**src/rtl/bnl_pkg.sv**
```systemverilog
// ============================================================================
// bnl_pkg
// Shared types, codes and constants for the binary 3x3 neighbourhood lookup.
// ============================================================================
package bnl_pkg;

    // default bounds of the frame geometry
    localparam int DEF_MAX_WIDTH  = 2048;
    localparam int DEF_MAX_HEIGHT = 2048;
    localparam int DIM_RESET      = 2048;
    localparam int DIM_FIELD_W    = 12;

    // lookup table
    localparam int TABLE_DEPTH = 512;
    localparam int IDX_W       = 9;
    localparam int PIX_W       = 8;

    // input item kinds
    localparam logic [1:0] KIND_TABLE = 2'd0;
    localparam logic [1:0] KIND_PIXEL = 2'd1;
    localparam logic [1:0] KIND_FLUSH = 2'd2;

    // configuration register map
    localparam int         PADDR_W          = 4;
    localparam logic [1:0] REG_FRAME_WIDTH  = 2'd0;
    localparam logic [1:0] REG_FRAME_HEIGHT = 2'd1;
    localparam logic [1:0] REG_PAD_BIT      = 2'd2;

    // border masks over the column-major window index
    localparam logic [IDX_W-1:0] MASK_TOP    = 9'h049;
    localparam logic [IDX_W-1:0] MASK_BOTTOM = 9'h124;
    localparam logic [IDX_W-1:0] MASK_LEFT   = 9'h007;
    localparam logic [IDX_W-1:0] MASK_RIGHT  = 9'h1C0;

    // result queue
    localparam int FIFO_DEPTH = 4;
    localparam int FIFO_PTR_W = 2;
    localparam int FIFO_CNT_W = 3;
    localparam int OUTST_W    = FIFO_CNT_W + 1;

    // where the output position lies relative to the frame border
    typedef struct packed {
        logic emit;
        logic first_row;
        logic last_row;
        logic first_col;
        logic last_col;
        logic last;
    } t_pos;

    typedef struct packed {
        logic             frame_last;
        logic [PIX_W-1:0] result_pixel;
    } t_result;

    // 0 counts as 1, anything above the maximum saturates
    function automatic int clamp_dim(input logic [DIM_FIELD_W-1:0] v, input int maxv);
        int x;
        x = int'(v);
        if (x < 1) begin
            x = 1;
        end else if (x > maxv) begin
            x = maxv;
        end
        return x;
    endfunction

endpackage

```
**src/rtl/bnl_line_buf.sv**
```systemverilog
// ============================================================================
// bnl_line_buf
// Per-column store of the two previous rows' bits, with write forwarding.
// ============================================================================
module bnl_line_buf import bnl_pkg::*; #(
    parameter int MAX_WIDTH = DEF_MAX_WIDTH
) (
    input  logic                          i_clk,
    input  logic                          i_rst_n,
    input  logic                          i_rd_en,
    input  logic [$clog2(MAX_WIDTH)-1:0]  i_rd_addr,
    input  logic                          i_wr_en,
    input  logic [$clog2(MAX_WIDTH)-1:0]  i_wr_addr,
    input  logic [1:0]                    i_wr_data,
    output logic [1:0]                    o_rd_data
);
    // entry bit 1: row above, bit 0: two rows above
    logic [1:0] r_mem [MAX_WIDTH];
    logic [1:0] r_rd_data;
    logic [1:0] r_fwd_data;
    logic       r_fwd_hit;

    always_ff @(posedge i_clk) begin
        if (i_wr_en) begin
            r_mem[i_wr_addr] <= i_wr_data;
        end
        if (i_rd_en) begin
            r_rd_data <= r_mem[i_rd_addr];
        end
        r_fwd_data <= i_wr_data;
    end

    // same column read and written at one edge (single-column frames)
    always_ff @(posedge i_clk) begin
        if (!i_rst_n) begin
            r_fwd_hit <= 1'b0;
        end else begin
            r_fwd_hit <= i_rd_en && i_wr_en && (i_rd_addr == i_wr_addr);
        end
    end

    assign o_rd_data = r_fwd_hit ? r_fwd_data : r_rd_data;

`ifndef SYNTHESIS
    a_fwd: assert property (@(posedge i_clk) disable iff (!i_rst_n)
        (i_rd_en && i_wr_en && i_rd_addr == i_wr_addr) |=> (o_rd_data == $past(i_wr_data)))
        else $error("colliding line buffer read missed the fresh write");
`endif

endmodule

```
**config.mk**
```make
export PLATFORM = sky130hd
export DESIGN_NAME = bnl_line_buf
export DESIGN_NICKNAME = d
export VERILOG_FILES = /design/src/rtl/bnl_pkg.sv /design/src/rtl/bnl_line_buf.sv
export SDC_FILE = /design/constraint.sdc
export NUM_CORES = 2
export LEC_CHECK = 0
export BUFFER_PORTS_ARGS = -buffer_cell sky130_fd_sc_hd__buf_2
export CORE_UTILIZATION = 30
export CTS_CLUSTER_DIAMETER = 40
export CTS_CLUSTER_SIZE = 10
export DETAILED_ROUTE_END_ITERATION = 10
export GPL_ROUTABILITY_DRIVEN = 0
export HOLD_SLACK_MARGIN = 0.15
export PLACE_DENSITY = 0.45
export SLEW_MARGIN = 20
export SYNTH_ARGS = -nofsm -noshare
export SYNTH_HDL_FRONTEND = slang
export SYNTH_SLANG_ARGS = --single-unit
```
**constraint.sdc**
```tcl
create_clock -name i_clk -period 3 [get_ports i_clk]
set_input_delay 0.45 -clock i_clk [delete_from_list [all_inputs] [get_ports i_clk]]
set_output_delay 0.45 -clock i_clk [all_outputs]
set_load 0.01 [all_outputs]
```
==> flow_summary.toml <==
[status]
outcome = "complete, no violations"

[logic_synthesis]
syn_area_per_cell_um2 = 16.7
netlist_top_cells_area = "edfxtp_1 73%, mux4_2 7.8%, nor2_1 4.8%"
synth_edf_count = 4098
yosysUniqueCellTypes = 80
yosysWarnings = 0
ys_ff_latch = 4101
yosysTopAreaCell = "edfxtp_1"
syn_area_mm2 = 0.169
ys_async_sr_fraction_pct = 0
yosysTopAreaCellShare_pct = 72.6
yosysSeqAreaShare_pct = 72.7
synthCells = 10200
syn_nets = 10200
synth_ff_type = "edfxtp_1"

[floorplanning]
coreArea_mm2 = 0.562
die_w_um = 754
dieArea_mm2 = 0.568
die_h_um = 754
pin_count = 30
core.rowCount = 275
start_util_pct = 30.2

[final_layout]
final_cell_area_mm2 = 0.206
nNetsFinal = 11200
drive_above_1_share_pct = 24.5
synthToLayoutAreaGrowth_pct = 21.8
final_common_cell = "edfxtp_1"
layout_common_cells = "4098 x edfxtp_1, 2177 x nor2_1, 1051 x buf_4"

[grt]
grt_start_max_net_pins = 152
grt_usage_pct = 20.4
grt_overflow_total = 0
grt_pass1_wl_mm = 823
antenna_found_initial = 55
grt_pass1_vias = 104000

[drt]
firstDrtPassIters = 6
dr.first_iter.drc_count = 11800
wire_per_inst_um = 31.2
postRouteAntennaNets = 0
avgViaCountPerCell = 5.27
via_count = 101000
drc_errors = 0
wl_mm = 596

[clock_network]
cts.sinks = 4101
cts_buffers = 590
cts_tree = "done"
clk_path_buf_depth = 4
clkLatencyLatePin_ns = 1.13
htree_levels = 6
root_buffer = "clkbuf_16"
clk_pin_slew_ns = 0.05

[sta]
hold_ws_ns = 0.237
fin_crit_sh_pct = 99.5
period_minus_slack_ns = 2.99
relSlewSlack_pct = 20.7
final_max_slew_viol_count = 0
worst_pin_slew_ns = 1.19
clock.fmax_mhz = 335
rsz0062_at_grt = "false"
setup_viol_count_final = 0
hold_viol = 0
clock_skew_ns = 0.0593

[power]
pwr_density_cell_mw_per_mm2 = 670
cellLeakagePower_nw = 66.0
peakVddDrop_uv = 576

[place]
io_buffers = 29
dpl_cell_area_mm2 = 0.187
place_hpwl_mm = 377

[setup_path]
endpoint_kind = "flop"
path_max_fanout = 14
path_class = "in2reg"
required_ns = 3.87
critical_path_arrival_ns = 3.86
startpoint_type = "input port"

[run]
drv_cap = 0

[min_path]
hold_class = "in2reg"
## timing repair
item | 4_1_cts | 5_1_grt
setup buffers | 0 | 0
hold endpoints to repair | 520 | 0
gates resized for setup | 2 | 4
setup endpoints to repair | 1 | 2
pin swaps | 0 | 1
hold buffers | 15 | 0
## Yosys cell counts (45+ instances only)
cell type,instances
buf_8,61
edfxtp_1,4098
mux2i_1,803
mux4_2,590
nor3_1,148
or3_1,45
nand2_1,215
mux4_1,60
buf_2,107
o21ai_0,98
o221ai_1,265
nor4_1,64
nand3_1,70
buf_1,109
clkbuf_1,442
a21oi_1,128
buf_6,76
nor2_1,2179
o22ai_1,182
## stage by stage
stage               utilization [%]  setup slack (ns)  power (mW)  cells  setup TNS, ns
finish                         36.7            0.0146         138  19100              0
global route                   36.7            0.0213         142  19100              0
CTS                            36.7           0.00185         139  19100              0
detailed placement             33.3             -1.38        71.5  18100          -2.45
global placement               33.3             -1.33        71.5  18100          -2.43
floorplan                         -             0.396        67.5  10200              0
## cell type report
class	instances	area, um2
Inverter	7	41.3
Fill cell	52600	355000
Clock inverter	325	3950
Sequential cell	4101	123000
Antenna cell	8	20.0
Timing Repair Buffer	1326	12900
Tap cell	7479	9360
Multi-Input combinational cell	5194	41700
Clock buffer	669	15200
## registers in the layout, indices dropped and copies added (netlist names)
name	count
r_rd_data	2
r_fwd_hit	1
r_fwd_data	2
r_mem	4096
## final timing paths
path | from | end | slack [ns] | depth (start not counted)
worst min register to register | r_mem[413][0] | r_rd_data[0] | 1.35 | 6
worst max register to register | r_mem[1710][1] | r_rd_data[1] | 0.06 | 8
worst min-delay path | i_wr_addr[2] | r_mem[1512][0] | 0.24 | 5
worst max-delay path | i_rd_addr[0] | r_rd_data[1] | 0.01 | 15
## critical path, cell delays in order
cell and delay (ns):
buf_12 0.18, buf_12 0.24, buf_4 0.20, buf_12 0.14, buf_4 0.16, mux2i_1 0.28, o221ai_1 0.18, buf_4 0.17
o32ai_1 0.79, nor4_1 0.18, nand4b_1 0.25, nor4_1 0.09, buf_4 0.16, nand2_1 0.14, nand4_1 0.11
## kinds of logic after synthesis
family	count (synthesis)	synth area share, %
and+or+nand+nor	2844	6.86
buffers and inverters	865	3.09
AOI/OAI and AO/OA	879	3.76
muxes	1460	13.6
xor gates and xnor gates	11	0.0569
DFF	4101	72.7
## layer usage
metal / track usage, % / part of all wire (%) / vias to the layer above
li1: - / - / 42000
met1: 27.5 / 42 / 53700
met2: 34.3 / 49 / 4059
met3: 3.26 / 6.9 / 856
met4: 5.41 / 2.8 / 12
met5: 0 / 0.012 / -
## power breakdown
| group | internal, mW | total [mW] | switching (mW) |
|---|---|---|---|
| logic | 2.67 | 7.24 | 4.57 |
| registers | 63.1 | 63.1 | 0.0194 |
| clock network | 41.6 | 67.9 | 26.3 |
| total | 107 | 138 | 30.9 |
Note: power is estimated with default switching activity, not from simulation.
