===== src/rtl/bnl_pkg.sv =====
// ============================================================================
// bnl_pkg
// Shared types, codes and constants for the binary 3x3 neighbourhood lookup.
// ============================================================================
package bnl_pkg;

    // default bounds of the frame geometry
    localparam int DEF_MAX_WIDTH  = 2048;
    localparam int DEF_MAX_HEIGHT = 2048;
    localparam int DIM_RESET      = 2048;
    localparam int DIM_FIELD_W    = 12;

    // lookup table
    localparam int TABLE_DEPTH = 512;
    localparam int IDX_W       = 9;
    localparam int PIX_W       = 8;

    // input item kinds
    localparam logic [1:0] KIND_TABLE = 2'd0;
    localparam logic [1:0] KIND_PIXEL = 2'd1;
    localparam logic [1:0] KIND_FLUSH = 2'd2;

    // configuration register map
    localparam int         PADDR_W          = 4;
    localparam logic [1:0] REG_FRAME_WIDTH  = 2'd0;
    localparam logic [1:0] REG_FRAME_HEIGHT = 2'd1;
    localparam logic [1:0] REG_PAD_BIT      = 2'd2;

    // border masks over the column-major window index
    localparam logic [IDX_W-1:0] MASK_TOP    = 9'h049;
    localparam logic [IDX_W-1:0] MASK_BOTTOM = 9'h124;
    localparam logic [IDX_W-1:0] MASK_LEFT   = 9'h007;
    localparam logic [IDX_W-1:0] MASK_RIGHT  = 9'h1C0;

    // result queue
    localparam int FIFO_DEPTH = 4;
    localparam int FIFO_PTR_W = 2;
    localparam int FIFO_CNT_W = 3;
    localparam int OUTST_W    = FIFO_CNT_W + 1;

    // where the output position lies relative to the frame border
    typedef struct packed {
        logic emit;
        logic first_row;
        logic last_row;
        logic first_col;
        logic last_col;
        logic last;
    } t_pos;

    typedef struct packed {
        logic             frame_last;
        logic [PIX_W-1:0] result_pixel;
    } t_result;

    // 0 counts as 1, anything above the maximum saturates
    function automatic int clamp_dim(input logic [DIM_FIELD_W-1:0] v, input int maxv);
        int x;
        x = int'(v);
        if (x < 1) begin
            x = 1;
        end else if (x > maxv) begin
            x = maxv;
        end
        return x;
    endfunction

endpackage


===== src/rtl/bnl_raster.sv =====
// ============================================================================
// bnl_raster
// Raster position counters and border classification of the output pixel.
// ============================================================================
module bnl_raster import bnl_pkg::*; #(
    parameter int MAX_WIDTH  = DEF_MAX_WIDTH,
    parameter int MAX_HEIGHT = DEF_MAX_HEIGHT
) (
    input  logic                             i_clk,
    input  logic                             i_rst_n,
    input  logic                             i_adv,
    input  logic                             i_restart,
    input  logic [$clog2(MAX_WIDTH+1)-1:0]   i_width,
    input  logic [$clog2(MAX_HEIGHT+1)-1:0]  i_height,
    output logic [$clog2(MAX_WIDTH)-1:0]     o_col,
    output t_pos                             o_pos
);
    localparam int CW = $clog2(MAX_WIDTH);
    localparam int WW = $clog2(MAX_WIDTH + 1);
    localparam int RW = $clog2(MAX_HEIGHT + 2);

    logic [RW-1:0] r_row, n_row;
    logic [CW-1:0] r_col, n_col;
    logic          inner;      // output pixel is one row up, one column left
    logic          wrap;       // output pixel is the last of two rows up
    logic [RW-1:0] h_ext;
    logic          row_end;

    always_comb begin
        h_ext   = RW'(i_height);
        inner   = (r_col != '0) && (r_row != '0);
        wrap    = (r_col == '0) && (r_row > RW'(1));
        row_end = (WW'(r_col) + WW'(1)) == i_width;

        o_pos.emit      = inner || wrap;
        o_pos.first_row = (inner && r_row == RW'(1)) || (wrap && r_row == RW'(2));
        o_pos.last_row  = (inner && r_row == h_ext) || (wrap && r_row == h_ext + RW'(1));
        o_pos.first_col = (inner && r_col == CW'(1)) || (wrap && i_width == WW'(1));
        o_pos.last_col  = wrap;
        o_pos.last      = wrap && (r_row == h_ext + RW'(1));
        o_col           = r_col;

        n_row = r_row;
        n_col = r_col;
        if (i_restart) begin
            n_row = '0;
            n_col = '0;
        end else if (i_adv) begin
            if (o_pos.last) begin
                n_row = '0;
                n_col = '0;
            end else if (row_end) begin
                n_row = r_row + RW'(1);
                n_col = '0;
            end else begin
                n_col = r_col + CW'(1);
            end
        end
    end

    always_ff @(posedge i_clk) begin
        if (!i_rst_n) begin
            r_row <= '0;
            r_col <= '0;
        end else begin
            r_row <= n_row;
            r_col <= n_col;
        end
    end

`ifndef SYNTHESIS
    a_row_bound: assert property (@(posedge i_clk) disable iff (!i_rst_n)
        r_row <= h_ext + RW'(1))
        else $error("raster row ran past the drain row");

    a_frame_wrap: assert property (@(posedge i_clk) disable iff (!i_rst_n)
        (i_adv && o_pos.last) |=> (r_row == '0 && r_col == '0))
        else $error("counters not cleared after last pixel of frame");
`endif

endmodule


===== config.mk =====
export PLATFORM = sky130hd
export DESIGN_NAME = bnl_raster
export DESIGN_NICKNAME = d
export VERILOG_FILES = /design/src/rtl/bnl_pkg.sv /design/src/rtl/bnl_raster.sv
export SDC_FILE = /design/constraint.sdc
export NUM_CORES = 1
export LEC_CHECK = 0
export BUFFER_PORTS_ARGS = -buffer_cell sky130_fd_sc_hd__buf_2
export CAP_MARGIN = 20
export CORE_AREA = 5 5 76 78
export DETAILED_ROUTE_END_ITERATION = 7
export DIE_AREA = 0 0 81 83
export PLACE_DENSITY = 0.73
export REMOVE_ABC_BUFFERS = 1
export SLEW_MARGIN = 20
export SYNTH_ARGS = -nofsm -noshare
export SYNTH_HDL_FRONTEND = slang
export SYNTH_SLANG_ARGS = --single-unit

===== constraint.sdc =====
create_clock -name i_clk -period 4.9 [get_ports i_clk]
set_input_delay 0.735 -clock i_clk [delete_from_list [all_inputs] [get_ports i_clk]]
set_output_delay 0.735 -clock i_clk [all_outputs]
set_load 0.005 [all_outputs]

==> summary.txt, run 1 <==
Floorplan
  – Die Width: 81 um
  – Core box area: 5010 um^2
  – Die area: 6720 um^2
  – FP Rows: 26
  – Initial Util: 51.9%
  – Die Span Y: 83 um
  – # IOs: 45

Placed design
  – RD Place Congestion: 0.924
  – Placed Cells: 440
  – DP Wirelength: 5410 um
  – PortBufs: 44

STA
  – Slew @ Worst Pin: 1050 ps
  – Post-route clock period utilization: 75.5%
  – Final hold vios: 0
  – Period minus WS final: 3700 ps
  – Setup violators final: 0
  – Pins Over Slew Limit: 0
  – Clk_skew: 2.42 ps
  – Slew headroom: 29.8%
  – Fmax: 270 MHz
  – Setup TNS: 0 ps
  – Final hold slack: 556 ps
  – RSZ-0062 raised after global routing: false

Global route
  – Via count of the first global-routing pass: 2,458
  – Initial antenna violation count: 0
  – First-pass GRT wire length: 11,900 um
  – All-Layer GR Usage: 21.6%
  – Remaining global-route overflow: 0
  – Largest net degree at the start of global routing: 29

Route
  – Drt drc: 0
  – Top layer in use: met4
  – Total Wirelength: 7190 um
  – Antenna-violating nets left: 0
  – First drt pass iteration count: 5
  – Via/cell ratio: 6.32
  – WL met2: 3410 um
  – Met1 WL: 3180 um
  – Drt wl/cell: 16.2 um
  – Vias: 2,807
  – Metal3 WL: 504 um
  – Iteration-0 DRC count of the detailed router: 225

Clock tree
  – CTS Buf Count: 3
  – Clock transition at path regs: 80 ps
  – Max Buffers Root-to-Sink: 2
  – H-Tree Depth: 1
  – Post-CTS sizing: 0
  – Skew-Pair Late Insertion Delay: 270 ps
  – TritonCTS clock tree: done
  – Clk root buf: clkbuf_8
  – Clk sinks: 23
  – Setup Fix Bufs, Post-CTS: 0
  – Hold_buf cts: 0

Synth
  – Synth Register Bits: 23
  – Synth warn: 0
  – Post-Syn Area: 2600 um^2
  – Synth area leaders: dfxtp_1 18%, xnor2_1 7.1%, nand2_1 6.1%, nand4_1 5.8%, and3_1 5.1%
  – Post-synthesis sequential area ratio: 17.7%
  – Synth cell count leaders: 42 x nand2_1, 24 x nand4_1, 23 x dfxtp_1
  – Syn Area/Cell: 7.37 um^2
  – Area share of the largest cell type after synthesis: 17.7%
  – Ys flop type: dfxtp_1
  – Post-Syn Instances: 353
  – Post-synth EDFFs: 0
  – Most numerous cell in the Yosys netlist: nand2_1
  – Ys async rst share: 0%
  – Netlist cell types: 66
  – Synth area leader: dfxtp_1

Cells and area
  – Share of layout cells above drive strength 1: 17.4%
  – Final Non-Filler Cells: 444
  – Diode count: 0
  – Layout Nets: 411
  – Area growth from synthesis to layout: 8.32%

Status
  – Status: complete, no violations

Power and ir drop
  – Power per cell area: 139 nW/um^2
  – Static Leakage: 1.10 nW
  – Peak VDD IR: 76.6 uV

Hold path
  – Hold Crit Class: reg -> reg

Worst setup path
  – Worst Path Arrival: 2960 ps
  – CP Launch Type: input pin
  – Worst setup EP type: output port
  – CP required: 4160 ps
  – Critical Path Fanout Max: 17
  – Kind of critical path: in -> out

Flow run
  – Max-cap violations: 0
## through the flow
stage | power (W) | instance area (um^2) | utilization [%] | setup slack, ps
after detailed placement | 0.000273 | 2770 | 55.3 | 1200
after CTS | 0.000393 | 2820 | 56.2 | 1190
final | 0.000392 | 2820 | 56.2 | 1200
after floorplan | 0.000241 | 2460 | - | 1790
after global routing | 0.000415 | 2820 | 56.2 | 1030
after global placement | 0.000272 | 2770 | 55.3 | 1260
## power by group
group | internal, W | leakage, nW | switching (W) | total, W
Sequential | 0.000187 | 0.185 | 0.00000125 | 0.000188
Clock | 0.0000582 | 0.0228 | 0.0000645 | 0.000123
Combinational | 0.0000307 | 0.891 | 0.0000504 | 0.0000811
## cell usage in the layout (no fill, tap or decap), types with 3 or more instances in the layout
master,Yosys,final
xnor2_1,21,21
dfxtp_1,23,23
clkbuf_8,0,3
and3_1,21,21
ha_1,8,8
nor4_1,13,13
nand4_2,3,3
nand2_1,42,42
nand4_1,24,24
nor3b_1,4,4
o211ai_1,9,9
nor3_1,6,6
xor2_1,10,10
o22ai_1,10,10
o21ai_0,8,8
nand3_1,13,13
a31oi_1,8,8
inv_1,9,9
buf_2,8,44
nand3_2,3,3
nor2_1,21,21
a21oi_1,18,18
nor2b_1,3,3
## critical path, stage by stage
cell	delay, ps
buf_2	130
ha_1	200
nand3_1	220
or3_1	390
a2bb2oi_1	140
a31oi_1	360
nand4_2	500
nand2_1	170
buf_2	130
## cell type report
cell class | instances | area [um^2]
fill | 519 | 2190
multi-input combinational | 292 | 1960
sequential | 23 | 460
timing repair buffer | 45 | 228
tap | 70 | 87.6
clock buffer | 4 | 45.0
inverter | 10 | 37.5
## per-layer routing
layer | global-route usage (%) | up-vias
met3 | 3.25 | 11
met2 | 32.7 | 106
met4 | 5.38 | 0
li1 | - | 1373
met5 | 0 | -
met1 | 31.4 | 1317
## final timing paths
kind,start,endpoint,slack [ps],cells past startpoint
worst max-delay path,i_height[1],o_pos[3],1200,9
worst min-delay path,r_row[11]$_SDFFE_PP0P_,r_row[11]$_SDFFE_PP0P_,560,2
worst max register to register,o_col[0]$_SDFFE_PP0P_,r_row[1]$_SDFFE_PP0P_,1760,8
worst min register to register,r_row[11]$_SDFFE_PP0P_,r_row[11]$_SDFFE_PP0P_,560,2
## registers in the layout, indices dropped and copies added (netlist names)
register / flops
o_col: 11
r_row: 12
## cells by family after synthesis
logic type / after synthesis / share of synthesized area [%]
and+or+nand+nor: 174 / 38.6
AOI/OAI and AO/OA: 77 / 21.7
buffers and inverters: 38 / 6.97
xor gates and xnor gates: 31 / 10.4
DFF: 23 / 17.7
adders and majority gates: 8 / 3.85
muxes: 2 / 0.770
(Power assumes the default switching activity.)
==> run 2: changes to the inputs <==
Settings changed: CORE_AREA 5 5 76 78 to 5 5 77 79, DIE_AREA 0 0 81 83 to 0 0 82 84, PLACE_DENSITY 0.73 to 0.74.
Clock period 4.9 ns to 3.2 ns, I/O delays scaled along.
==> run 2 against run 1 <==
Via count is 0.82% higher. Worst hold slack worse by 16 ps. Final area grew 2.5%. Final cell count up 2.5%. Die area rose by 2.5%. Sequential power up 53%. Register-to-register slack lost 1300 ps. Wire length down 0.60%. Critical endpoint is now o_pos[0]. Highest routed layer unchanged.
==> summary.txt, run 2 (synthesized netlist as in run 1, its figures left out) <==
Clock tree
  – Setup Fix Bufs, Post-CTS: 0 (unchanged)
  – Hold_buf cts: 0 (unchanged)
  – Post-CTS sizing: 0 (unchanged)
  – H-Tree Depth: 1 (unchanged)
  – Clk root buf: clkbuf_8
  – Max Buffers Root-to-Sink: 2 (unchanged)
  – Clock transition at path regs: 90 ps (about the same)
  – Clk sinks: 23 (unchanged)
  – Skew-Pair Late Insertion Delay: 270 ps (about the same)
  – CTS Buf Count: 3 (unchanged)
  – TritonCTS clock tree: done

STA
  – Fmax: 343 MHz
  – Pins Over Slew Limit: 0 (unchanged)
  – Final hold vios: 0 (unchanged)
  – Post-route clock period utilization: 91.1%
  – Period minus WS final: 2910 ps
  – Clk_skew: 7.49 ps (+5.07 ps)
  – Slew @ Worst Pin: 728 ps (-322 ps)
  – Setup TNS: 0 ps (unchanged)
  – RSZ-0062 raised after global routing: false
  – Setup violators final: 0 (unchanged)
  – Slew headroom: 51.4% (+22 points)

Route
  – Iteration-0 DRC count of the detailed router: 260 (+16%)
  – Vias: 2,830 (+0.82%)
  – Via/cell ratio: 6.22 (-1.6%)
  – Antenna-violating nets left: 0 (unchanged)
  – Top layer in use: met4
  – Metal3 WL: 478 um (-5.2%)
  – Total Wirelength: 7150 um (-0.60%)
  – Drt drc: 0 (unchanged)
  – Drt wl/cell: 15.7 um (-3.0%)
  – First drt pass iteration count: 4 (-1)
  – WL met2: 3350 um (-1.7%)
  – Met1 WL: 3180 um (-0.13%)

Cells and area
  – Share of layout cells above drive strength 1: 19.6% (+2.2 points)
  – Layout fillers: 519 (unchanged)
  – Max FFs per register: 12 (unchanged)
  – Biggest register: r_row
  – Most frequent cells in the layout: 44 x buf_2, 42 x nand2_1, 24 x nand4_1
  – Diode count: 0 (unchanged)
  – Leading cell type in the layout, fill and taps excluded: buf_2
  – Layout Nets: 420 (+2.2%)
  – Multi-input gate area: 1960 um^2 (unchanged)
  – Reg area: 460 um^2 (unchanged)
  – Area growth from synthesis to layout: 11.1%
  – Fin area: 2890 um^2 (+2.5%)

Worst setup path
  – R2r startpoint: o_col[1]$_SDFFE_PP0P_
  – Most used cell, CP: inv_1
  – CP startpoint: o_col[0]$_SDFFE_PP0P_
  – Critical Path Fanout Max: 8 (-9)
  – Kind of critical path: reg -> out
  – Worst setup EP type: output port
  – Flop2flop setup slack: 450 ps (-1310 ps)
  – Worst Path Arrival: 2430 ps (-530 ps)
  – Slowest CP cell: nor4b_1
  – R2R cell count: 8 (unchanged)
  – Crit path largest cell delay: 540 ps (+40 ps)
  – Worst r2r dst: r_row[1]$_SDFFE_PP0P_
  – Buf+Inv Stages, Crit Path: 4 (+2)
  – CP Launch Type: register
  – CP required: 2720 ps (-1440 ps)
  – Top delay family on crit path: simple AND/OR/NAND/NOR gates
  – Cells along the critical path: buf_4 > inv_1 > ha_1 > nor4b_1 > o2111ai_1 > a21oi_1 > nand4_2 > inv_1 > buf_2

Global route
  – All-Layer GR Usage: 21.6% (+0.025 points)
  – Largest net degree at the start of global routing: 18 (-38%)
  – Remaining global-route overflow: 0 (unchanged)
  – First-pass GRT wire length: 12,200 um (+2.2%)
  – Initial antenna violation count: 0 (unchanged)
  – Via count of the first global-routing pass: 2,586 (+5.2%)

Floorplan
  – Die Width: 82 um (+1.2%)
  – # IOs: 45 (unchanged)
  – Core box area: 5270 um^2 (+5.2%)
  – Die Span Y: 84 um (+1.2%)
  – Die area: 6890 um^2 (+2.5%)
  – FP Rows: 27 (+3.8%)
  – Initial Util: 49.4% (-2.6 points)

Hold path
  – Hold_sp: r_row[1]$_SDFFE_PP0P_
  – Hold Crit Class: reg -> reg
  – Sink of the worst hold path: r_row[1]$_SDFFE_PP0P_
  – Hold path cells: 2 (unchanged)

Power and ir drop
  – Static Leakage: 1.15 nW (+4.4%)
  – Total power: 0.000602 W (+54%)
  – Peak VDD IR: 141 uV (+84%)
  – Power per cell area: 208 nW/um^2 (+50%)

Placed design
  – Placement Cell Area: 2840 um^2 (+2.5%)
  – PortBufs: 44 (unchanged)
  – DP Wirelength: 5400 um (-0.11%)
  – RD Place Congestion: 0.996 (+7.8%)

Flow run
  – Max-cap violations: 0 (unchanged)

Status
  – Status: complete, no violations
run 2: changes by cell type in the layout (fill, tap and decap cells not counted):
cell	before	now
buf_4	1	10
clkbuf_1	1	0
clkinv_2	0	1
run 2: stage by stage:
step | std cells | hold slack [ps] | util, % | setup slack (ps)
2_1_floorplan | 325 | 499 | - | 594
3_3_place_gp | 451 | 527 | 53.9 | 462
3_5_place_dp | 451 | 534 | 53.9 | 404
4_1_cts | 455 | 547 | 54.8 | 286
5_1_grt | 455 | 592 | 54.8 | 2.83
6_report | 455 | 541 | 54.8 | 285
run 2: worst max path at each step:
stage                             to  slack (ps)  cells after the start
2_1_floorplan  r_row[1]$_SDFFE_PP0P_         590                      8
3_3_place_gp   r_row[1]$_SDFFE_PP0P_         460                      8
3_5_place_dp                o_pos[0]         400                      9
4_1_cts                     o_pos[0]         290                      9
5_1_grt                     o_pos[3]           3                      9
6_report                    o_pos[0]         290                      9
run 2: final cells by class:
type                       instances  area share [%]
clock inverter                     1           0.173
multi-input combinational        292            67.8
timing repair buffer              54            10.2
tap                               72            3.12
inverter                          10            1.30
clock buffer                       3            1.43
sequential                        23            15.9
run 2: where the power goes:
group          switching, W  internal (W)
clock             0.0000982     0.0000870
sequential      0.000000665      0.000287
combinational     0.0000791     0.0000506
run 2: worst min-delay path: cells and delay by family (launching register included):
family | cells | cell delay, ps
compound gates | 1 | 90
flops | 1 | 320
buf+inv | 1 | 90
run 2: metal layers:
metal / track usage [%] / vias to the layer above
li1: - / 1382
met1: 29.8 / 1321
met2: 34.1 / 112
met3: 2.70 / 15
met4: 7.10 / 0
met5: 0 / -
