`src/rtl/bnl_pkg.sv`:
```
// ============================================================================
// bnl_pkg
// Shared types, codes and constants for the binary 3x3 neighbourhood lookup.
// ============================================================================
package bnl_pkg;

    // default bounds of the frame geometry
    localparam int DEF_MAX_WIDTH  = 2048;
    localparam int DEF_MAX_HEIGHT = 2048;
    localparam int DIM_RESET      = 2048;
    localparam int DIM_FIELD_W    = 12;

    // lookup table
    localparam int TABLE_DEPTH = 512;
    localparam int IDX_W       = 9;
    localparam int PIX_W       = 8;

    // input item kinds
    localparam logic [1:0] KIND_TABLE = 2'd0;
    localparam logic [1:0] KIND_PIXEL = 2'd1;
    localparam logic [1:0] KIND_FLUSH = 2'd2;

    // configuration register map
    localparam int         PADDR_W          = 4;
    localparam logic [1:0] REG_FRAME_WIDTH  = 2'd0;
    localparam logic [1:0] REG_FRAME_HEIGHT = 2'd1;
    localparam logic [1:0] REG_PAD_BIT      = 2'd2;

    // border masks over the column-major window index
    localparam logic [IDX_W-1:0] MASK_TOP    = 9'h049;
    localparam logic [IDX_W-1:0] MASK_BOTTOM = 9'h124;
    localparam logic [IDX_W-1:0] MASK_LEFT   = 9'h007;
    localparam logic [IDX_W-1:0] MASK_RIGHT  = 9'h1C0;

    // result queue
    localparam int FIFO_DEPTH = 4;
    localparam int FIFO_PTR_W = 2;
    localparam int FIFO_CNT_W = 3;
    localparam int OUTST_W    = FIFO_CNT_W + 1;

    // where the output position lies relative to the frame border
    typedef struct packed {
        logic emit;
        logic first_row;
        logic last_row;
        logic first_col;
        logic last_col;
        logic last;
    } t_pos;

    typedef struct packed {
        logic             frame_last;
        logic [PIX_W-1:0] result_pixel;
    } t_result;

    // 0 counts as 1, anything above the maximum saturates
    function automatic int clamp_dim(input logic [DIM_FIELD_W-1:0] v, input int maxv);
        int x;
        x = int'(v);
        if (x < 1) begin
            x = 1;
        end else if (x > maxv) begin
            x = maxv;
        end
        return x;
    endfunction

endpackage

```
`src/rtl/bnl_if.sv`:
```


interface bnl_out_if import bnl_pkg::*; ();
    logic             valid;
    logic             ready;
    logic [PIX_W-1:0] result_pixel;
    logic             frame_last;

    modport source (output valid, result_pixel, frame_last, input ready);
    modport sink   (input valid, result_pixel, frame_last, output ready);
endinterface

```
`src/rtl/bnl_out_fifo.sv`:
```
// ============================================================================
// bnl_out_fifo
// Small result queue that decouples the pipeline from the output stall.
// ============================================================================
module bnl_out_fifo import bnl_pkg::*; (
    input  logic                   i_clk,
    input  logic                   i_rst_n,
    input  logic                   i_push,
    input  t_result                i_data,
    output logic [FIFO_CNT_W-1:0]  o_count,
    bnl_out_if.source              o_out
);
    t_result               r_mem [FIFO_DEPTH];
    logic [FIFO_PTR_W-1:0] r_wr_ptr;
    logic [FIFO_PTR_W-1:0] r_rd_ptr;
    logic [FIFO_CNT_W-1:0] r_count;
    logic                  pop;

    assign pop                = o_out.valid && o_out.ready;
    assign o_out.valid        = (r_count != '0);
    assign o_out.result_pixel = r_mem[r_rd_ptr].result_pixel;
    assign o_out.frame_last   = r_mem[r_rd_ptr].frame_last;
    assign o_count            = r_count;

    always_ff @(posedge i_clk) begin
        if (i_push) begin
            r_mem[r_wr_ptr] <= i_data;
        end
    end

    always_ff @(posedge i_clk) begin
        if (!i_rst_n) begin
            r_wr_ptr <= '0;
            r_rd_ptr <= '0;
            r_count  <= '0;
        end else begin
            if (i_push) begin
                r_wr_ptr <= r_wr_ptr + FIFO_PTR_W'(1);
            end
            if (pop) begin
                r_rd_ptr <= r_rd_ptr + FIFO_PTR_W'(1);
            end
            case ({i_push, pop})
                2'b10:   r_count <= r_count + FIFO_CNT_W'(1);
                2'b01:   r_count <= r_count - FIFO_CNT_W'(1);
                default: r_count <= r_count;
            endcase
        end
    end

endmodule

```
`src/flat_wrapper.sv`:
```
// flat-port wrapper written by rule: the top's interface ports become plain ports
module bnl_out_fifo_flat import bnl_pkg::*;
  (i_clk, i_rst_n, i_push, i_data, o_count, o_out_valid, o_out_result_pixel, o_out_frame_last, o_out_ready);
  bnl_out_if o_out_i ();
  input  logic i_clk;
  input  logic i_rst_n;
  input  logic i_push;
  input  t_result i_data;
  output logic [FIFO_CNT_W-1:0] o_count;
  output wire logic [$bits(o_out_i.valid)-1:0] o_out_valid;
  output wire logic [$bits(o_out_i.result_pixel)-1:0] o_out_result_pixel;
  output wire logic [$bits(o_out_i.frame_last)-1:0] o_out_frame_last;
  input wire logic [$bits(o_out_i.ready)-1:0] o_out_ready;
  assign o_out_valid = o_out_i.valid;
  assign o_out_result_pixel = o_out_i.result_pixel;
  assign o_out_frame_last = o_out_i.frame_last;
  assign o_out_i.ready = o_out_ready;
  bnl_out_fifo u_core (.i_clk(i_clk), .i_rst_n(i_rst_n), .i_push(i_push), .i_data(i_data), .o_count(o_count), .o_out(o_out_i));
endmodule
```
`config.mk`:
```
export PLATFORM = sky130hd
export DESIGN_NAME = bnl_out_fifo_flat
export DESIGN_NICKNAME = d
export VERILOG_FILES = /design/src/rtl/bnl_pkg.sv /design/src/rtl/bnl_if.sv /design/src/rtl/bnl_out_fifo.sv /design/src/flat_wrapper.sv
export SDC_FILE = /design/constraint.sdc
export NUM_CORES = 1
export LEC_CHECK = 0
export ABC_AREA = 1
export BUFFER_PORTS_ARGS = -buffer_cell sky130_fd_sc_hd__buf_2
export CAP_MARGIN = 30
export CORE_UTILIZATION = 49
export DETAILED_ROUTE_END_ITERATION = 6
export PLACE_DENSITY = 0.7
export SLEW_MARGIN = 10
export SYNTH_ARGS = -nofsm -noshare
export SYNTH_HDL_FRONTEND = slang
export SYNTH_SLANG_ARGS = --single-unit
```
`constraint.sdc`:
```
create_clock -name i_clk -period 3.4 [get_ports i_clk]
set_clock_uncertainty 0.1 [all_clocks]
set_input_delay 0.17 -clock i_clk [delete_from_list [all_inputs] [get_ports i_clk]]
set_output_delay 0.17 -clock i_clk [all_outputs]
set_load 0.03 [all_outputs]
```
==> results of run 1 <==
==> worst max-delay path, cell delays in order, from the launching register on <==
cell	delay (ps)
dfxtp_1	800
inv_8	160
o21ai_0	310
o22ai_2	110
buf_2	190
==> placed cells by master (no fill, tap or decap) <==
master and count:
nand3_1 3, ha_1 5, nand2_1 14, o21ai_2 2, fa_1 1, nor2_2 10, buf_2 25, edfxtp_1 36
clkbuf_8 5, o22ai_2 9, dfxtp_1 9, nor2_1 14, inv_8 1, a21oi_1 5, dlygate4sd3_1 9, nand2_2 1
clkinvlp_4 3, inv_1 17, inv_2 1, o21ai_0 20
==> path summary, 6_finish.rpt <==
path / start / depth (start not counted) / end
worst max-delay path: flop / 4 / o_out_result_pixel[3]
worst min-delay path: i_rst_n / 3 / u_core.o_count[2]
worst max register to register: u_core.o_count[1] / 13 / u_core.o_count[2]
worst min register to register: u_core.r_rd_ptr[1] / 2 / u_core.r_rd_ptr[1]
==> power by group through the flow <==
| stage | Sequential (uW) | Clock, uW | Combinational, uW |
|---|---|---|---|
| after floorplan | 689 | 0 | 308 |
| after global placement | 688 | 0 | 374 |
| after detailed placement | 691 | 0 | 390 |
| after CTS | 678 | 326 | 398 |
| after global routing | 683 | 350 | 433 |
| final | 677 | 317 | 393 |
==> cells by family (layout without fill, tap and decap cells) <==
family                     after synthesis  count (layout)
DFF                                     45              45
and+or+nand+nor                         42              42
AOI/OAI and AO/OA                       36              36
buffers and inverters                   22              61
adders and majority gates                6               6
==> state kept, by name, indices dropped and copies added (netlist names), named ones only <==
signal and flops:
u_core.o_count 3, u_core.r_mem 36, u_core.r_rd_ptr 2, u_core.r_wr_ptr 2
==> metal layers <==
layer	GRT usage [%]	vias to the layer above	part of all wire, %
li1	-	596	-
met1	18.8	545	41
met2	30.8	25	54
met3	5.99	5	3.5
met4	7.78	0	1.5
met5	0	-	0
==> final cells by class <==
class                           count  share of cell area (%)
Sequential cell                    45                    56.5
Multi-Input combinational cell     84                    23.6
Timing Repair Buffer               34                    9.64
Inverter                           19                    3.53
Clock buffer                        5                    3.08
Tap cell                           48                    2.69
Clock inverter                      3                    1.01
==> stage by stage <==
| step | util [%] | std cells | worst slack [ps] | area [sq um] | power (uW) |
|---|---|---|---|---|---|
| after floorplan | - | 151 | 1320 | 1910 | 996 |
| after global placement | 55.6 | 221 | 1610 | 2050 | 1060 |
| after detailed placement | 55.6 | 221 | 1550 | 2050 | 1080 |
| after CTS | 60.5 | 238 | 1250 | 2230 | 1400 |
| after global routing | 60.5 | 238 | 1110 | 2230 | 1470 |
| final | 60.5 | 238 | 1260 | 2230 | 1390 |
==> impl_metrics.toml, run 1 <==
[status]
status = "finished, final reports clean"

[finish]
final_nets = 208
seqCellArea_sq_um = 1260
multi_input_area_sq_um = 527
antenna_cells = 0
drive_gt1_share_pct = 30.0
num-fill-cells = 319
syn2layout_area_growth_pct = 17.0

[yosys]
synth_most_common_cell = "edfxtp_1"
ys_ff_latch = 45
synthTopCellsByArea = "edfxtp_1, dfxtp_1, o22ai_2"
ys_warn_count = 0
yosysTopAreaCellShare_pct = 56.6
synth_top_family_by_area = "compound AO/OA/AOI/OAI gates"
synthFlopType = "edfxtp_1"
synth_simple_gate_area_share_pct = 9.90
synth-compound-area-share_pct = 13.4
synth.distinct_cells = 18
synthTopCellsByCount = "edfxtp_1, o21ai_0, inv_1, nand2_1, nor2_1"
syn-cell-area_sq_um = 1910
synth_cells = 151
yosysSeqAreaShare_pct = 66.1
synth_edf_count = 36
avgSynthCellArea_sq_um = 12.6
async_reset_ff_share_pct = 0
synth-xor-area-share_pct = 0
synth_fa_ha_area_share_pct = 4.33
synth_nets = 170
synth_top_area_cell = "edfxtp_1"
synthMuxAreaShare_pct = 0

[timing]
setup_viol = 0
slew_headroom_pct = 51.2
min_period_over_period_pct = 63.0
post-route-min-period_ps = 2140
hold_viol_final = 0
fin_tns_setup_ps = 0
hold_slack_ps = 51.3
maxSlewViolCount = 0
worst_pin_slew_ps = 730
rsz0062_at_grt = "false"
fmax_ghz = 0.467

[clock_network]
root_buffer = "clkbuf_8"
cts_buffer_depth = 2
ctsResizeCount = 0
clock_sinks = 45
clk_pin_slew_ps = 80
h-tree-depth = 2
cts_setup_buffers = 0
cts_tree = "built"
cts_made_buffers = 5
ctsHoldBuffers = 9
worstSkewPairLatency_ps = 290

[power]
switching_share_pct = 34.7
pwr-share-clk_pct = 22.8
power.density_nw_per_um2 = 621
p_seq_share_pct = 48.8
comb_power_share_pct = 28.4
internal_power_uw = 905
cellLeakagePower_uw = 0.000871
power.net_switching_uw = 482
ir_drop_mv = 0.349

[global_routing]
grt_max_degree = 20
grt_pass1_vias = 1212
grt_pass1_wl_um = 5250
grt_use_total_pct = 17.5
antenna_found_initial = 0
grt.overflow.total = 0

[worst_setup_path]
crit_path_start_kind = "flop"
arrival_ps = 1870
required_ps = 3130
critPathKind = "flop to primary output"
critical_path.max_fanout = 19
reg2reg_setup_slack_ps = 1550
endpoint_kind = "primary output"

[die]
die_y_um = 64.4
num_rows = 22
die_area_sq_um = 4150
die_w_um = 64.4
ios = 26
initial_utilization_pct = 51.8
fp.coreArea_sq_um = 3690

[routing]
ant_nets = 0
vias = 1171
first_pass_iters = 4
drt-initial-drc-count = 34
wirelength_um = 3210
vias_per_cell = 4.92
wire_per_inst_um = 13.5
drcViolationCount = 0

[hold_path]
hold_path.class = "input pin to flop"

[placed_design]
globalplace.congestion = 0.710
hpwl_um = 2160
port_buffers = 25

[run]
max_cap_violations = 0
No activity file was read; power rests on OpenSTA's default activity.
==> run 2: changes to the inputs <==
Settings changed: PLACE_DENSITY 0.7 to 0.72.
Clock period 3.4 ns to 1.8 ns, I/O delays scaled along.
==> run 2 against run 1 <==
Against the previous run:
- via count rose by 2.1%
- critical path depth rose by 9
- worst hold slack got worse by 37 ps
- power rose by 110%
- combinational power rose by 110%
- non-clock buffer count rose by 3
- utilization rose by 2.7 points
- clock power rose to 2.8 times the previous value
- sequential power rose by 86%
- critical endpoint is now u_core.o_count[2]
- highest routed layer unchanged
==> impl_metrics.toml, run 2 (synthesis gave the netlist of run 1 again) <==
[status]
status = "finished, final reports clean"

[clock_network]
clock_sinks = 45
clk_pin_slew_ps = 80
root_buffer = "clkbuf_8"
worstSkewPairLatency_ps = 290
cts_made_buffers = 5
cts_buffer_depth = 2
cts_tree = "built"
h-tree-depth = 2

[die]
die_w_um = 64.4
die_y_um = 64.4
initial_utilization_pct = 51.8
die_area_sq_um = 4150
ios = 26
num_rows = 22
fp.coreArea_sq_um = 3690

[finish]
largest_reg_flops = 36
instances_no_fill = 241
syn2layout_area_growth_pct = 22.1
antenna_cells = 0
final_nets = 211
drive_gt1_share_pct = 35.2
final_cell_mix = "edfxtp_1, buf_2, o21ai_0"
layout_commonest_cell = "edfxtp_1"
num-fill-cells = 299
regMostFlops = "u_core.r_mem"

[timing]
layout_setup_ws_ps = 63.4
maxSlewViolCount = 0
slew_headroom_pct = 71.1
post-route-min-period_ps = 1740
setup_viol = 0
fmax_ghz = 0.576
hold_viol_final = 0
worst_pin_slew_ps = 434
min_period_over_period_pct = 96.5

[global_routing]
grt_max_degree = 20
antenna_found_initial = 0
grt_pass1_wl_um = 5530
grt_pass1_vias = 1223
grt_use_total_pct = 18.6
grt.overflow.total = 0

[routing]
vias_per_cell = 4.96
drt-initial-drc-count = 48
ant_nets = 0
drcViolationCount = 0
vias = 1196
wirelength_um = 3440
wire_per_inst_um = 14.3
first_pass_iters = 4

[power]
cellLeakagePower_uw = 0.000920
power.density_nw_per_um2 = 1280
ir_drop_mv = 0.680
total_power_uw = 2980

[worst_setup_path]
endpoint_kind = "flop"
crit_path_start_kind = "flop"
critical_path.max_fanout = 4
required_ps = 1890
critPathKind = "flop to flop"
arrival_ps = 1830

[hold_path]
hold_path.class = "input pin to flop"

[placed_design]
place_inst = 222
globalplace.congestion = 0.787
port_buffers = 25
hpwl_um = 2230
dpl_worst_slack_ps = 33.2

[run]
max_cap_violations = 0
-- run 2: cell types whose count changed in the layout (fill, tap and decap cells not counted), moves of 2 or more --
cell | before | now
dfxtp_4 | 0 | 3
clkinvlp_4 | 3 | 0
dfxtp_1 | 9 | 6
inv_1 | 17 | 15
inv_2 | 1 | 3
bufinv_16 | 0 | 2
buf_4 | 0 | 2
-- run 2: final cells by class --
cell class	count	area [sq um]	area share, %
Sequential cell	45	1270	54.6
Multi-Input combinational cell	84	547	23.4
Timing Repair Buffer	37	240	10.3
Inverter	19	78.8	3.38
Clock buffer	5	68.8	2.95
Clock inverter	3	65.1	2.79
Tap cell	48	60.1	2.58
-- run 2: layer usage --
metal,global-route usage (%),share of wire (%),wire (um)
met1,20.6,40,1380
met3,4.93,4.3,149
met2,34.6,55,1890
met5,0,0,0
met4,5.56,0.58,20
-- run 2: worst paths after layout --
| path | from | end | slack (ps) | depth (start not counted) |
|---|---|---|---|---|
| max reg2reg | u_core.o_count[2] | u_core.o_count[2] | 60 | 13 |
| max | u_core.o_count[2] | u_core.o_count[2] | 60 | 13 |
| min reg2reg | u_core.r_rd_ptr[1] | u_core.r_rd_ptr[1] | 400 | 2 |
| min | o_out_ready | u_core.r_rd_ptr[1] | 10 | 3 |
-- run 2: what timing repair did --
action,4_1_cts,5_1_grt
resized for setup,0,3
setup buffers,0,1
endpoints found under the hold margin,41,0
hold buffers,10,0
setup endpoints to repair,0,2
-- run 2: worst max-delay path, stage by stage, from the launching register on --
cell     delay, ps
dfxtp_4        370
nor2_4          50
nand2_4         70
nand2_2         60
inv_2           80
ha_2           180
inv_1           60
fa_2           340
inv_1           60
nand2_1         40
nand3_1         80
nand2_1         60
nand2_1         50
nor2_1          40
-- run 2: power breakdown --
group	switching, uW	total [uW]	internal [uW]
combinational	568	840	272
sequential	51.3	1260	1210
clock	323	874	551
total	943	2980	2030
-- run 2: stage by stage --
step	cell area (sq um)	TNS, ps	hold slack, ps	util [%]
6_report	2330	0	13.9	63.2
2_1_floorplan	1930	0	88.9	-
3_5_place_dp	2080	0	208	56.4
3_3_place_gp	2080	0	200	56.4
4_1_cts	2310	0	14.7	62.8
5_1_grt	2330	-8.20	37.7	63.2
==> run 3: changes to the inputs <==
Clock period 1.8 ns to 1.4 ns, I/O delays scaled along.
==> run 3 against run 2 <==
Against the previous run:
- the run now ends with hold timing, setup timing left
- maximum frequency grew 4.5%
- sequential share of layout area is 9.2 points lower
- sequential power up 31%
- final cell count grew 10%
- global-route usage up 3.1 points
- routed wire length increased by 22%
- critical path depth is the same
- non-clock buffer count rose by 21
- setup slack lost 320 ps
- via count is 12% higher
- critical endpoint unchanged
- largest cell class unchanged
- largest power group is now combinational cells
==> impl_metrics.toml, run 3 (synthesis gave the netlist of run 1 again) <==
[global_routing]
met2_usage_pct = 44.2
grt_pass1_vias = 1509
grt.overflow.total = 0
grt_use_total_pct = 21.8
grt_pass1_wl_um = 6660
grt_busiest_layer = "met2"
antenna_found_initial = 0
grt_max_degree = 15
use_met3_pct = 3.52
grt_util_met1_pct = 22.6

[routing]
wirelength_um = 4200
drt-initial-drc-count = 55
ant_nets = 0
vias_per_cell = 5.07
vias = 1343
wire_per_inst_um = 15.8
first_pass_iters = 4
drcViolationCount = 0

[die]
die_y_um = 64.4
die_area_sq_um = 4150
ios = 26
initial_utilization_pct = 51.8
num_rows = 22
fp.coreArea_sq_um = 3690
die_w_um = 64.4

[finish]
final_nets = 235
drive_gt1_share_pct = 53.9
largest_reg_flops = 36
antenna_cells = 0
utilization_pct = 76.2
final_cell_mix = "edfxtp_1, buf_4, buf_2"
regMostFlops = "u_core.r_mem"
syn2layout_area_growth_pct = 47.2
layout_commonest_cell = "edfxtp_1"

[power]
ir_drop_mv = 1.19
power.density_nw_per_um2 = 1490
cellLeakagePower_uw = 0.00110

[placed_design]
globalplace.congestion = 0.706
dpl_worst_slack_ps = -263
hpwl_um = 2350
port_buffers = 25

[timing]
post-route-min-period_ps = 1660
worst_pin_slew_ps = 205
hold_slack_ps = -34.4
maxSlewViolCount = 0
slew_headroom_pct = 86.3
rsz0062_at_grt = "true"
hold_viol_final = 6
layout_setup_ws_ps = -261
min_period_over_period_pct = 119
setup_viol = 11
fmax_ghz = 0.602

[worst_setup_path]
cp.buffers_inverters = 3
path_cells = "nor2_4 > nand2_4 > nand2_4 > inv_4 > ha_4 > inv_4 > fa_2 > inv_2 > nand2_2 > nand3_2 > nand2_1 > nand2_1 > nor2_1"
critPathKind = "flop to flop"
cpLargestDelayFamily = "adder cells"
required_ps = 1480
crit_path_start_kind = "flop"
endpoint_kind = "flop"
path_depth = 13
arrival_ps = 1740
cp_slowest_cell = "dfxtp_4"
critPathLaunch = "u_core.o_count[2]"
worstSetupEndpoint = "u_core.o_count[2]"
reg2reg_setup_slack_ps = -260
reg2reg_to = "u_core.o_count[2]"
max_stage_delay_ps = 370
r2r_cells = 13
critical_path.max_fanout = 2
timing.rr.start = "u_core.o_count[2]"

[clock_network]
root_buffer = "clkbuf_8"
ctsHoldBuffers = 10
cts_made_buffers = 5
worstSkewPairLatency_ps = 280
cts_buffer_depth = 2
h-tree-depth = 2
clk_pin_slew_ps = 80
clock_sinks = 45
cts_tree = "built"

[status]
status = "finished with violations"
violations = "hold timing, setup timing"

[run]
max_cap_violations = 0

[hold_path]
hold_path.class = "input pin to flop"
## run 3: per-layer routing
| metal | part of all wire (%) | vias to the layer above |
|---|---|---|
| met5 | 0 | - |
| met4 | 1.3 | 0 |
| met3 | 3.7 | 6 |
| met2 | 58 | 34 |
| met1 | 37 | 653 |
| li1 | - | 650 |
## run 3: power breakdown
| part | switching (uW) | internal (uW) | leakage, uW |
|---|---|---|---|
| Combinational | 1010 | 772 | 0.000647 |
| Sequential | 88.1 | 1560 | 0.000407 |
| Clock | 403 | 345 | 0.0000455 |
| Total | 1500 | 2680 | 0.00110 |
## run 3: what timing repair did
action | 4_1_cts | 5_1_grt
resized for setup | 71 | 24
endpoints found under the setup margin | 11 | 11
setup buffers | 7 | 0
cloned | 5 | 0
pin swaps | 15 | 15
endpoints found under the hold margin | 44 | 3
## run 3: cell type report
| cell class | count | area (sq um) |
|---|---|---|
| multi-input cells | 84 | 733 |
| flip-flops and latches | 45 | 1280 |
| repair buffers | 58 | 514 |
| repair inverters | 3 | 38.8 |
| clock inverters | 3 | 17.5 |
| fillers | 234 | 877 |
| inverters | 19 | 103 |
| clock buffers | 5 | 68.8 |
| well taps | 48 | 60.1 |
## run 3: worst register-to-register path: cells and delay by family (launching register included)
kind,cells,cell delay (ps)
DFF,1,370
adders and majority gates,2,510
and+or+nand+nor,8,420
buffers and inverters,3,170
## run 3: metrics by stage
stage	hold WS, ps	TNS (ps)	cell area, sq um	cells	power, uW
final	-34.4	-932	2810	265	4180
after global placement	180	-311	2240	237	2810
after global routing	-38.8	-1400	2810	265	4350
after floorplan	68.9	-588	1950	151	2500
after CTS	-34.4	-1240	2760	267	4140
after detailed placement	186	-460	2240	237	2870
## run 3: how the worst min path moves through the flow
stage,startpoint,endpoint,cells after the start
CTS,i_rst_n,u_core.o_count[2],3
global placement,i_data[7],u_core.r_mem[3][7],1
floorplan,i_data[0],u_core.r_mem[0][0],0
finish,i_rst_n,u_core.o_count[2],3
detailed placement,i_data[7],u_core.r_mem[3][7],1
global route,i_rst_n,u_core.o_count[2],3
